==> src/sv/tth_pkg.sv <==
package tth_pkg;

  localparam int HASH_BITS   = 10;
  localparam int TITLE_BYTES = 64;
  localparam int SLOTS       = 1 << HASH_BITS;
  localparam int IDX_W       = $clog2(TITLE_BYTES);
  localparam int LEN_W       = $clog2(TITLE_BYTES + 1);
  localparam int CNT_W       = HASH_BITS + 1;
  localparam int ID_W        = 31;
  localparam int TADDR_W     = HASH_BITS + IDX_W;

  localparam logic [7:0] RE_PFX [4] = '{8'h52, 8'h65, 8'h3A, 8'h20};

  typedef enum logic [3:0] {
    S_CLEAR,
    S_IDLE,
    S_PROBE_RD,
    S_PROBE_CHK,
    S_CMP_RD,
    S_CMP_CHK,
    S_COPY_RD,
    S_COPY_WR,
    S_INSERT
  } state_t;

  typedef struct packed {
    logic buf_wr;
    logic key_init;
    logic len_clr;
    logic clr_init;
    logic clr_step;
    logic slot_rd;
    logic probe_next;
    logic idx_clr;
    logic byte_rd;
    logic idx_inc;
    logic title_wr;
    logic ent_wr;
    logic emit;
    logic emit_matched;
    logic emit_full;
  } cmd_t;

  typedef struct packed {
    logic clr_last;
    logic slot_empty;
    logic slot_hit;
    logic key_empty;
    logic probe_last;
    logic byte_eq;
    logic idx_last;
  } stat_t;

  typedef struct packed {
    logic [HASH_BITS-1:0] hash;
    logic [LEN_W-1:0]     len;
    logic [ID_W-1:0]      id;
  } entry_t;

endpackage

==> src/sv/tth_ctrl.sv <==
module tth_ctrl (
  input  logic          clk,
  input  logic          rst_n,
  input  logic          start,
  input  logic          in_mode,
  input  logic          char_zero,
  input  tth_pkg::stat_t stat,
  output tth_pkg::cmd_t  cmd,
  output logic          busy
);

  tth_pkg::state_t state_r, state_nxt;

  always_ff @(posedge clk) begin
    if (!rst_n) begin
      state_r <= tth_pkg::S_CLEAR;
    end else begin
      state_r <= state_nxt;
    end
  end

  always_comb begin
    state_nxt = state_r;
    cmd       = '0;
    busy      = (state_r != tth_pkg::S_IDLE);
    unique case (state_r)
      tth_pkg::S_CLEAR: begin
        cmd.clr_step = 1'b1;
        if (stat.clr_last) begin
          state_nxt = tth_pkg::S_IDLE;
        end
      end
      tth_pkg::S_IDLE: begin
        if (start) begin
          if (in_mode) begin
            cmd.len_clr  = 1'b1;
            cmd.clr_init = 1'b1;
            state_nxt    = tth_pkg::S_CLEAR;
          end else if (!char_zero) begin
            cmd.buf_wr = 1'b1;
          end else begin
            cmd.key_init = 1'b1;
            state_nxt    = tth_pkg::S_PROBE_RD;
          end
        end
      end
      tth_pkg::S_PROBE_RD: begin
        cmd.slot_rd = 1'b1;
        state_nxt   = tth_pkg::S_PROBE_CHK;
      end
      tth_pkg::S_PROBE_CHK: begin
        cmd.idx_clr = 1'b1;
        if (stat.slot_empty) begin
          state_nxt = stat.key_empty ? tth_pkg::S_INSERT : tth_pkg::S_COPY_RD;
        end else if (stat.slot_hit) begin
          if (stat.key_empty) begin
            cmd.emit         = 1'b1;
            cmd.emit_matched = 1'b1;
            state_nxt        = tth_pkg::S_IDLE;
          end else begin
            state_nxt = tth_pkg::S_CMP_RD;
          end
        end else if (stat.probe_last) begin
          cmd.emit      = 1'b1;
          cmd.emit_full = 1'b1;
          state_nxt     = tth_pkg::S_IDLE;
        end else begin
          cmd.probe_next = 1'b1;
          state_nxt      = tth_pkg::S_PROBE_RD;
        end
      end
      tth_pkg::S_CMP_RD: begin
        cmd.byte_rd = 1'b1;
        state_nxt   = tth_pkg::S_CMP_CHK;
      end
      tth_pkg::S_CMP_CHK: begin
        if (!stat.byte_eq) begin
          if (stat.probe_last) begin
            cmd.emit      = 1'b1;
            cmd.emit_full = 1'b1;
            state_nxt     = tth_pkg::S_IDLE;
          end else begin
            cmd.probe_next = 1'b1;
            state_nxt      = tth_pkg::S_PROBE_RD;
          end
        end else if (stat.idx_last) begin
          cmd.emit         = 1'b1;
          cmd.emit_matched = 1'b1;
          state_nxt        = tth_pkg::S_IDLE;
        end else begin
          cmd.idx_inc = 1'b1;
          state_nxt   = tth_pkg::S_CMP_RD;
        end
      end
      tth_pkg::S_COPY_RD: begin
        cmd.byte_rd = 1'b1;
        state_nxt   = tth_pkg::S_COPY_WR;
      end
      tth_pkg::S_COPY_WR: begin
        cmd.title_wr = 1'b1;
        cmd.idx_inc  = 1'b1;
        state_nxt    = stat.idx_last ? tth_pkg::S_INSERT : tth_pkg::S_COPY_RD;
      end
      tth_pkg::S_INSERT: begin
        cmd.ent_wr = 1'b1;
        cmd.emit   = 1'b1;
        state_nxt  = tth_pkg::S_IDLE;
      end
      default: begin
        state_nxt = tth_pkg::S_IDLE;
      end
    endcase
  end

endmodule

==> config.mk <==
export PLATFORM = sky130hd
export DESIGN_NAME = tth_ctrl
export DESIGN_NICKNAME = d
export VERILOG_FILES = /design/src/sv/tth_pkg.sv /design/src/sv/tth_ctrl.sv
export SDC_FILE = /design/constraint.sdc
export NUM_CORES = 1
export LEC_CHECK = 0
export BUFFER_PORTS_ARGS = -buffer_cell sky130_fd_sc_hd__buf_4
export CAP_MARGIN = 20
export CORE_AREA = 4 4 41 43
export CTS_CLUSTER_DIAMETER = 120
export DETAILED_ROUTE_END_ITERATION = 7
export DIE_AREA = 0 0 45 47
export HOLD_SLACK_MARGIN = 0.05
export PLACE_DENSITY = 0.7
export SETUP_SLACK_MARGIN = 0.1
export SLEW_MARGIN = 5
export SYNTH_ARGS = -nofsm -noshare
export SYNTH_HDL_FRONTEND = slang
export SYNTH_SLANG_ARGS = --single-unit
==> constraint.sdc <==
create_clock -name clk -period 1.65 [get_ports clk]
set_input_delay 0 -clock clk [delete_from_list [all_inputs] [get_ports clk]]
set_output_delay 0 -clock clk [all_outputs]
set_load 0.005 [all_outputs]
# Word level (Yosys, flattened, before mapping)
# Index checks and enable logic that the tools add are counted.
# W data, S select, Z words.
[classes]
eq_ne = 12
n_mux = 45
n_reduce_logical = 3
[op_table]
columns = ["op", "count"]
rows = [
  ["$mux W4", 11],
  ["$pmux W4 S8", 1],
  ["$mux W1", 21],
  ["$eq A4 B3 Y1 const B", 4],
  ["$mux W2", 5],
  ["$mux W3", 3],
  ["$eq A4 B2 Y1 const B", 2],
  ["$eq A4 B1 Y1 const B", 1],
  ["$eq A4 B4 Y1 const B", 1],
  ["$logic_not A4 Y1", 1],
  ["$ne A2 B2 Y1 const B", 2],
  ["$ne A4 B1 Y1 const B", 1],
  ["$pmux W1 S2", 2],
  ["$pmux W2 S2", 1],
  ["$ne A3 B3 Y1 const B", 1],
  ["$pmux W1 S3", 1],
  ["$reduce_and A3 Y1", 1],
  ["$reduce_or A2 Y1", 1],
]
[totals]
ff_bits = 4
inputBits = 12
out_inout_bits = 16
elab_cells = 61

# Longest topological paths before layout
# Gate-level depths: netlist (run 1).
[logic_depth]
word_depth = 4
mapped_depth = 6
mapped_depth_nobuf = 5

# Least setup slack after synthesis (run 1)
# Ideal clock, no wire load.
[synth_path]
path_type = "reg2reg"
from = "register state_r[0]"
to = "register state_r[1]"
setup_time_ns = 0.120
arrival_time_ns = 1.195
required_time_ns = 1.530
path_slack_ns = 0.336
path_stages_with_launch = 6
n_path_buf = 1
period_less_slack_ns = 1.314
path_cell_list = "dfxtp_1 buf_2 and2b_1 a32oi_1 nor2_1 o31a_1"
[synth_between]
elab_chain_len = 3
word_cells_on_any_way = 13
cone_classes = "eq/ne (10); mux (1); reduce/logical (2)"
[synth_rtl]
columns = ["element", "line_no", "rtl"]
rows = [
  ["start, declared", "tth_ctrl.sv:12", "tth_pkg::state_t state_r, state_nxt;"],
  ["start signal, assigned", "tth_ctrl.sv:16", "state_r <= tth_pkg::S_CLEAR;"],
  ["start signal, assigned", "tth_ctrl.sv:18", "state_r <= state_nxt;"],
  ["$eq A4 B1 Y1 / $logic_not A4 Y1 (equally long branches)", "tth_ctrl.sv:26", "unique case (state_r)"],
  ["$ne A3 B3 Y1 (no line) / $ne A2 B2 Y1 (equally long branches)", "--", ""],
  ["$reduce_and A3 Y1 (no line)", "--", ""],
]
# Parallel ways exist; a longest one is shown, timed or not.
# A chain may end at the register's enable or synchronous reset.

==> flow_summary.toml, run 1 <==
[status]
status = "completed"

[floorplanning]
start_util = 0.3327
row_count = 13
die_x_um = 45
die_y_um = 47
dieArea_um2 = 2115
pin_count = 28
core_area_um2 = 1301

[timing]
hold_viol_final = 0
fin_crit_ps = 1482
fin_tns_setup_ps = 0
fin_crit_sh = 0.8981
setup_ws_ps = 168.1
tightest_slew_ps = 392.0
maxSlewViolCount = 0
clock.fmax_ghz = 0.6748
clock_skew_ps = 6.934
holdWs_ps = 73.62
relSlewSlack = 0.7362
setup_viol_count_final = 0
rsz0062_at_grt = "yes"

[synthesis]
synthAdderAreaFrac = 0
yosysSeqAreaShare = 0.1850
synth_seq_cells = 4
yosys.area_share.simple = 0.4566
synth_area_um2 = 432.9
post_synth_num_cell_types = 33
synth.most_common_cell = "nor2_1"
synth-edff-count = 0
ys_top_cells_by_count = "nor2_1 (9), dfxtp_1 (4), nand2_1 (4)"
synthFlopType = "dfxtp_1"
synth_fp_nets = 71
yosysTopAreaCellShare = 0.1850
synth_top_area_cell = "dfxtp_1"
synthMuxAreaShare = 0
postSynthAreaPerCell_um2 = 7.338
synth_cells = 59
synth_top_family_by_area = "simple AND/OR/NAND/NOR gates"
ys_top_cells_by_area = "dfxtp_1 (18%), nor2_1 (7.8%), nand3b_1 (5.2%)"
yosysWarnings = 0
async_reset_ff_frac = 0
synth_xor_area_frac = 0
synth_compound_area_frac = 0.2572

[detailed_routing]
drc_errors = 0
routed_wl_mm = 1.277
via_per_inst = 5.347
drt_iter0_drc = 15
wl_per_cell_um = 12.64
ant_nets = 0
vias = 540
drt-pass1-iter-count = 4

[power_and_ir_drop]
p_seq_frac = 0.345
p_switching_uw = 85.92
pwr-share-comb = 0.244
clockPowerShare = 0.412
p_leak_uw = 0.0003002
power.density_nw_per_um2 = 467.8
switching_share = 0.2765
vdd_ir_drop_max_uv = 221.7
p_int_uw = 224.9

[cts]
clockRootBuffer = "clkbuf_4"
clock-sinks = 4
cts_buffers = 3
htree_levels = 1
clock_latency_ps = 250
cts_tree = "done"
path_clk_slew_ps = 30
clk_path_buf_depth = 2

[setup_path]
r2r_cells = 4
path_delay_family = "simple AND/OR/NAND/NOR gates"
cp_max_fo = 8
crit_buf_inv = 1
crit_required_ps = 1650
crit_chain = "nand4bb_2 > o22ai_1 > or3_1 > buf_4"
crit_arrival_ps = 1480
cp-start-kind = "flop"
critPathCaptureType = "output port"
crit_type = "reg -> out"
cp.depth = 4
slowest_stage = "dfxtp_1"
max_stage_delay_ps = 420

[grt]
grt_pass1_vias = 468
overflow = 0
grt_pass1_wl_mm = 1.966
antenna_found_initial = 0
grt_use_total = 0.1334
grt_max_degree = 12

[min_path]
hold_depth = 3
hold_path.class = "in -> reg"

[cells_and_area]
syn_to_final_growth_pct = 53.47
largest_register_ffs = 4
n_fill_cell = 144
layout.area.seq_um2 = 83.83
stdcell_count = 101
fin_nets = 100
drive_gt1_frac = 0.4419
multi_input_area_um2 = 311.5
n_antenna_cell = 0
reg_top3 = "state_r x4"
top_register = "state_r"

[run]
drv_cap = 0

[place]
pre_cts_ws_ps = 255.1
hpwl_mm = 1.034
place_inst = 97
gp_congestion = 0.7678
portBuffers = 27
[cell usage in the layout, fill, tap and decap left out, drive strengths merged]
master	n
buf	27
o22ai	2
nand2	4
nor3b	1
nor4	1
or3b	2
o211ai	1
nand3	1
nor3	1
o21a	1
or3	1
dlygate4sd3	1
a32o	1
dfxtp	4
nand4bb	1
o21ai	2
and3	1
a21oi	2
nor2b	1
and2b	1
and2	1
a32oi	2
a31oi	1
o31a	1
nand3b	3
nor2	9
nor4b	2
o32ai	1
inv	4
nand2b	3
clkbuf	3
[stage by stage]
stage | total power [µW] | util | instance area [µm²]
2_1_floorplan | 139.8 | - | 432.9
3_3_place_gp | 181.5 | 0.4808 | 625.6
3_5_place_dp | 182.0 | 0.4808 | 625.6
4_1_cts | 318.6 | 0.5067 | 659.4
5_1_grt | 328.7 | 0.5106 | 664.4
6_report | 310.8 | 0.5106 | 664.4
[worst register-to-register path: cells and delay by family (launching register included)]
family / cells / cell delay (ps)
DFF: 1 / 420
and+or+nand+nor: 2 / 350
AOI/OAI and AO/OA: 2 / 500
[worst paths after layout]
kind                      startpoint                      end  slack (ps)
max          state_r[3]$_SDFFE_PN0P_                   cmd[2]         170
min                          stat[0]  state_r[3]$_SDFFE_PN0P_          70
max reg2reg  state_r[3]$_SDFFE_PN0P_  state_r[1]$_SDFFE_PN0P_         270
min reg2reg  state_r[0]$_SDFFE_PN0P_  state_r[1]$_SDFFE_PN0P_         670
[cells by family (layout without fill, tap and decap cells)]
group | Yosys count | in the layout
AOI/OAI and AO/OA | 14 | 14
buffers and inverters | 8 | 35
DFF | 4 | 4
and+or+nand+nor | 33 | 33
[layer usage]
layer,global-route usage,up-vias,wire [µm]
met4,0.1228,0,48
met1,0.1497,232,537
met2,0.2119,33,549
met3,0.02682,5,142
met5,0,-,0
li1,-,270,-
[power by group through the flow]
| stage | Clock [µW] | Combinational, µW | Sequential (µW) |
|---|---|---|---|
| 3_3_place_gp | 0 | 73.6 | 108 |
| 5_1_grt | 136 | 84.3 | 108 |
| 6_report | 128 | 75.8 | 107 |
| 3_5_place_dp | 0 | 74.1 | 108 |
| 4_1_cts | 136 | 76.3 | 107 |
| 2_1_floorplan | 0 | 37.4 | 102 |
[what timing repair did]
action                     in CTS  in global routing
hold endpoints to repair        3                  0
setup buffers                   0                  0
gates resized for setup         1                  3
hold buffers                    1                  0
pin swaps                       0                  0
setup endpoints to repair       1                  4
[area by class of cell]
| cell class | instances | area share |
|---|---|---|
| well taps | 15 | 0.02825 |
| multi-input cells | 47 | 0.4689 |
| clock buffers | 3 | 0.03390 |
| inverters | 4 | 0.02260 |
| flip-flops and latches | 4 | 0.1262 |
| repair buffers | 28 | 0.3202 |
Note: power is estimated with default switching activity, not from simulation.
==> run 2: changes to the inputs <==
Settings changed: ABC_AREA from default to 1, PLACE_DENSITY 0.7 to 0.76.
==> run 2 against run 1 <==
Hold slack got worse by 18 ps; clock skew fell by 3.2 ps; critical path depth did not move; largest cell class unchanged; global-route usage rose by 1.0 points; first-iteration DRC count rose by 40%; total power rose by 12%; sequential share of layout area fell by 1.7 points; count of clock-buffer cells in the layout did not move; critical path type unchanged; critical endpoint is now cmd[8]; wire length rose by 5.0%; flip-flop and latch count did not move; sequential power rose by 4%; setup slack improved by 99 ps.
==> flow_summary.toml, run 2 <==
[power_and_ir_drop]
switching_share = 0.3109
p_seq_frac = 0.318
vdd_ir_drop_max_uv = 392.8
pwr-share-comb = 0.337
p_int_uw = 239.2
p_leak_uw = 0.0004135
clockPowerShare = 0.345
power.density_nw_per_um2 = 464.0
p_switching_uw = 108.0

[floorplanning]
start_util = 0.3846
core_area_um2 = 1301
pin_count = 28
row_count = 13
die_x_um = 45
die_y_um = 47
dieArea_um2 = 2115

[setup_path]
cp-start-kind = "flop"
slowest_stage = "dfxtp_1"
crit_required_ps = 1650
cp_max_fo = 8
crit_type = "reg -> out"
crit_chain = "nor2_2 > nand2_1 > o31ai_1 > buf_4"
max_stage_delay_ps = 340
r2r_cells = 5
crit_arrival_ps = 1380
critPathCaptureType = "output port"

[timing]
tightest_slew_ps = 338.0
maxSlewViolCount = 0
rsz0062_at_grt = "yes"
setup_viol_count_final = 0
hold_viol_final = 0
fin_crit_ps = 1383
relSlewSlack = 0.7744
fin_tns_setup_ps = 0
clock.fmax_ghz = 0.7229
fin_crit_sh = 0.8384
clock_skew_ps = 3.714

[grt]
grt_use_total = 0.1438
grt_max_degree = 9
grt_pass1_wl_mm = 2.208
antenna_found_initial = 0
grt_pass1_vias = 532
overflow = 0

[detailed_routing]
drt-met1-wl_um = 546
ant_nets = 0
drc_errors = 0
via_per_inst = 4.694
drt_iter0_drc = 21
met2_length_um = 667
vias = 629
top_layer = "met4"
wl_per_cell_um = 10.01
dr_wl_met3_um = 106
routed_wl_mm = 1.341
drt-pass1-iter-count = 4

[place]
hpwl_mm = 1.138
portBuffers = 27
gp_congestion = 0.8400
dpl_cell_area_um2 = 714.4

[cells_and_area]
mostFrequentLayoutCells = "buf_4 (27), nand2_1 (19), nor2_1 (17)"
syn_to_final_growth_pct = 49.50
n_antenna_cell = 0
top_register = "state_r"
stdcell_area_um2 = 748.2
largest_register_ffs = 4
drive_gt1_frac = 0.3782
final_common_cell = "buf_4"
fin_nets = 133
reg_top3 = "state_r x4"

[synthesis]
synth.most_common_cell = "nand2_1"
synth_cells = 89
synthFlopType = "dfxtp_1"
post_synth_num_cell_types = 20
ys_top_cells_by_count = "nand2_1 (19), nor2_1 (17), inv_1 (16), nand3_1 (9), dfxtp_1 (4)"
yosysWarnings = 0
synth_area_um2 = 500.5
synth_top_area_cell = "dfxtp_1"
async_reset_ff_frac = 0
ys_top_cells_by_area = "dfxtp_1 (16%), nand2_1 (14%), nor2_1 (13%)"
synth-edff-count = 0
postSynthAreaPerCell_um2 = 5.623
yosysTopAreaCellShare = 0.1600
synth_seq_cells = 4
yosysSeqAreaShare = 0.1600
synth_fp_nets = 101

[cts]
clock-sinks = 4
cts_buffers = 3
path_clk_slew_ps = 30
htree_levels = 1
clockRootBuffer = "clkbuf_4"
clk_path_buf_depth = 2
cts_tree = "done"
post_cts_buffers = 0
clock_latency_ps = 240

[min_path]
hold_depth = 3
hold_path.class = "in -> reg"

[status]
status = "completed"

[run]
drv_cap = 0
## run 2: changes by cell type after synthesis, moves of 3 or more
cell	change
nand2_2	+3
nor2_2	+3
nand2_1	+15
nor2_1	+8
nor2_4	+3
inv_1	+13
nand3_1	+8
nand2b_1	-3
## run 2: stage by stage
stage          std cells  utilization  hold slack, ps  setup slack, ps  total power (µW)
3_3_place_gp         130       0.5490           262.9            429.3             226.5
2_1_floorplan         89            -           64.72            531.7             171.8
5_1_grt              134       0.5750           70.15            98.70             378.8
4_1_cts              134       0.5740           51.03            198.6             354.9
3_5_place_dp         130       0.5490           267.4            422.9             227.3
6_report             134       0.5750           55.83            266.7             347.2
## run 2: final cells by class
| cell class | instances | area (µm²) |
|---|---|---|
| fill | 141 | 553.0 |
| multi-input combinational | 67 | 349.1 |
| timing repair buffer | 28 | 212.7 |
| sequential | 4 | 81.33 |
| inverter | 17 | 63.81 |
| clock buffer | 3 | 22.52 |
| tap | 15 | 18.77 |
## run 2: cell families after synthesis
| kind of cell | Yosys count | share of synthesized area |
|---|---|---|
| simple gates | 63 | 0.6450 |
| buf+inv | 18 | 0.1425 |
| compound gates | 4 | 0.05249 |
| flops | 4 | 0.1600 |
## run 2: worst max-delay path, delay by kind of cell, from the launching register on
kind / cells / cell delay [ps]
buffers and inverters: 1 / 150
AOI/OAI and AO/OA: 1 / 220
DFF: 1 / 340
and+or+nand+nor: 2 / 440
## run 2: power groups by stage
stage | logic (µW) | registers [µW] | clock network [µW]
after global placement | 115 | 112 | 0
after detailed placement | 116 | 111 | 0
after CTS | 118 | 110 | 127
after floorplan | 62.4 | 109 | 0
after global routing | 133 | 112 | 134
final | 117 | 111 | 120
## run 2: final timing paths
path	from	to	slack, ps
worst max-delay path	state_r[3]$_SDFFE_PN0P_	cmd[8]	270
worst min register to register	state_r[0]$_SDFFE_PN0P_	state_r[0]$_SDFFE_PN0P_	600
worst min-delay path	stat[0]	state_r[3]$_SDFFE_PN0P_	60
worst max register to register	state_r[3]$_SDFFE_PN0P_	state_r[2]$_SDFFE_PN0P_	470
## run 2: layer usage
metal	GRT usage	up-vias
met5	0	-
li1	-	338
met1	0.1727	267
met4	0.08772	0
met3	0.02299	2
met2	0.2401	22
## run 2: what timing repair did
item                       4_1_cts  5_1_grt
gates resized for setup          0        1
setup endpoints to repair        0        2
hold endpoints to repair         2        0
hold buffers                     1        0
==> run 3: changes to the inputs <==
Settings changed: ABC_AREA 1 to 0, PLACE_DENSITY 0.76 to 0.73.
Clock period 1.65 ns to 1.2 ns, I/O delays scaled along.
==> run 3 against run 2 <==
The run now ends with setup timing left; flip-flop and latch count did not move; count of clock-buffer cells in the layout did not move; core utilization is 31 points higher; largest power group is now combinational logic; highest routed layer is now met3; via count grew 11%; non-clock buffer count increased by 31; critical endpoint is now cmd[2].
==> flow_summary.toml, run 3 (synthesis results as in run 1) <==
[status]
status = "finished, violations left"
violations = "setup timing"

[timing]
hold_viol_final = 0
rsz0062_at_grt = "yes"
tightest_slew_ps = 295.8
clock.fmax_ghz = 0.6784
setup_ws_ps = -274.1
fin_crit_sh = 1.228
relSlewSlack = 0.8021
fin_crit_ps = 1474
clock_skew_ps = 10.31
setup_viol_count_final = 17
maxSlewViolCount = 0

[floorplanning]
start_util = 0.3327
row_count = 13
dieArea_um2 = 2115
core_area_um2 = 1301
die_x_um = 45
pin_count = 28
die_y_um = 47

[cts]
htree_levels = 1
cts_buffers = 3
cts_tree = "done"
clock_latency_ps = 240
clockRootBuffer = "clkbuf_4"
clock-sinks = 4
clk_path_buf_depth = 2
path_clk_slew_ps = 40

[power_and_ir_drop]
power.total_uw = 510.0
power.density_nw_per_um2 = 441.1
vdd_ir_drop_max_uv = 442.8
p_leak_uw = 0.0005069

[setup_path]
path_delay_family = "simple AND/OR/NAND/NOR gates"
critPathCaptureType = "output port"
cp.depth = 4
crit_buf_inv = 1
crit_type = "reg -> out"
r2r_cells = 5
slowest_stage = "dfxtp_4"
cp_max_fo = 6
cp-start-kind = "flop"
max_stage_delay_ps = 370
crit_arrival_ps = 1470
crit_chain = "or3b_4 > o22ai_2 > or3_1 > buf_4"
crit_required_ps = 1200

[cells_and_area]
layout.area.seq_um2 = 95.09
n_antenna_cell = 0
top_register = "state_r"
final_common_cell = "buf_4"
drive_gt1_frac = 0.7607
syn_to_final_growth_pct = 167.1
multi_input_area_um2 = 469.2
n_fill_cell = 64
post-route-util = 0.8885
mostFrequentLayoutCells = "buf_4 (34), buf_6 (24), dfxtp_4 (4)"
stdcell_area_um2 = 1156
reg_top3 = "state_r x4"
largest_register_ffs = 4
fin_nets = 131

[place]
gp_congestion = 0.7702
hpwl_mm = 1.186
dpl_cell_area_um2 = 760.7
portBuffers = 27

[detailed_routing]
via_per_inst = 5.280
drt_iter0_drc = 5
drt-pass1-iter-count = 4
wl_per_cell_um = 17.28
vias = 697
ant_nets = 0
drc_errors = 0
routed_wl_mm = 2.281

[grt]
overflow = 0
grt_pass1_wl_mm = 3.505
antenna_found_initial = 0
grt_max_degree = 7
grt_use_total = 0.2292
grt_pass1_vias = 757

[min_path]
hold_path.class = "in -> reg"
hold_depth = 3

[run]
drv_cap = 0
-- run 3: changes by cell type in the layout (fill, tap and decap cells not counted), sizes merged, moves of 3 or more --
cell / change
nand2: -18
nor2: -14
nand2b: +3
nand3: -10
buf: +31
inv: -13
-- run 3: worst min-delay path, delay by kind of cell --
family	cells	cell delay, ps
AO/OA/AOI/OAI	1	50
AND/OR/NAND/NOR	1	100
buffers and inverters	1	110
-- run 3: cell type report --
class	count	share of cell area
inverters	4	0.01299
repair buffers	59	0.4632
multi-input cells	47	0.4058
clock buffers	3	0.01948
well taps	15	0.01623
flip-flops and latches	4	0.08225
-- run 3: timing repair --
| action | CTS | global route |
|---|---|---|
| gates resized for setup | 47 | 10 |
| hold buffers | 1 | 0 |
| buffers inserted | 13 | 5 |
| hold endpoints to repair | 3 | 0 |
| setup endpoints to repair | 20 | 20 |
| pin swaps | 8 | 11 |
| cloned | 0 | 0 |
-- run 3: worst paths after layout --
kind,start,end,slack [ps]
setup / recovery,state_r[1]$_SDFFE_PN0P_,cmd[2],-270
hold / removal,stat[0],state_r[3]$_SDFFE_PN0P_,70
setup reg to reg,state_r[1]$_SDFFE_PN0P_,state_r[0]$_SDFFE_PN0P_,-180
hold reg to reg,state_r[3]$_SDFFE_PN0P_,state_r[1]$_SDFFE_PN0P_,770
-- run 3: stage by stage --
stage          setup WS, ps  std cells  setup TNS [ps]  hold slack [ps]
2_1_floorplan        -60.19         59          -110.2            33.03
3_3_place_gp         -86.01        113          -210.9            230.4
3_5_place_dp         -101.4        113          -191.9            241.3
4_1_cts              -210.1        128           -1500            71.69
5_1_grt              -329.8        132           -3063            78.96
6_report             -274.1        132           -2088            74.19
-- run 3: per-layer routing --
layer | part of all wire | routed length [µm] | vias up | global-route usage
met5 | 0 | 0 | - | 0
met4 | 0 | 0 | 0 | 0.04678
met3 | 0.064 | 147 | 0 | 0.04215
met2 | 0.55 | 1256 | 28 | 0.4407
met1 | 0.38 | 877 | 332 | 0.2620
li1 | - | - | 337 | -
-- run 3: power breakdown --
| part | total (µW) | internal [µW] | switching [µW] |
|---|---|---|---|
| sequential | 140 | 131 | 9.09 |
| combinational | 198 | 112 | 86.3 |
| clock | 172 | 112 | 60.2 |
| total | 510 | 354 | 156 |
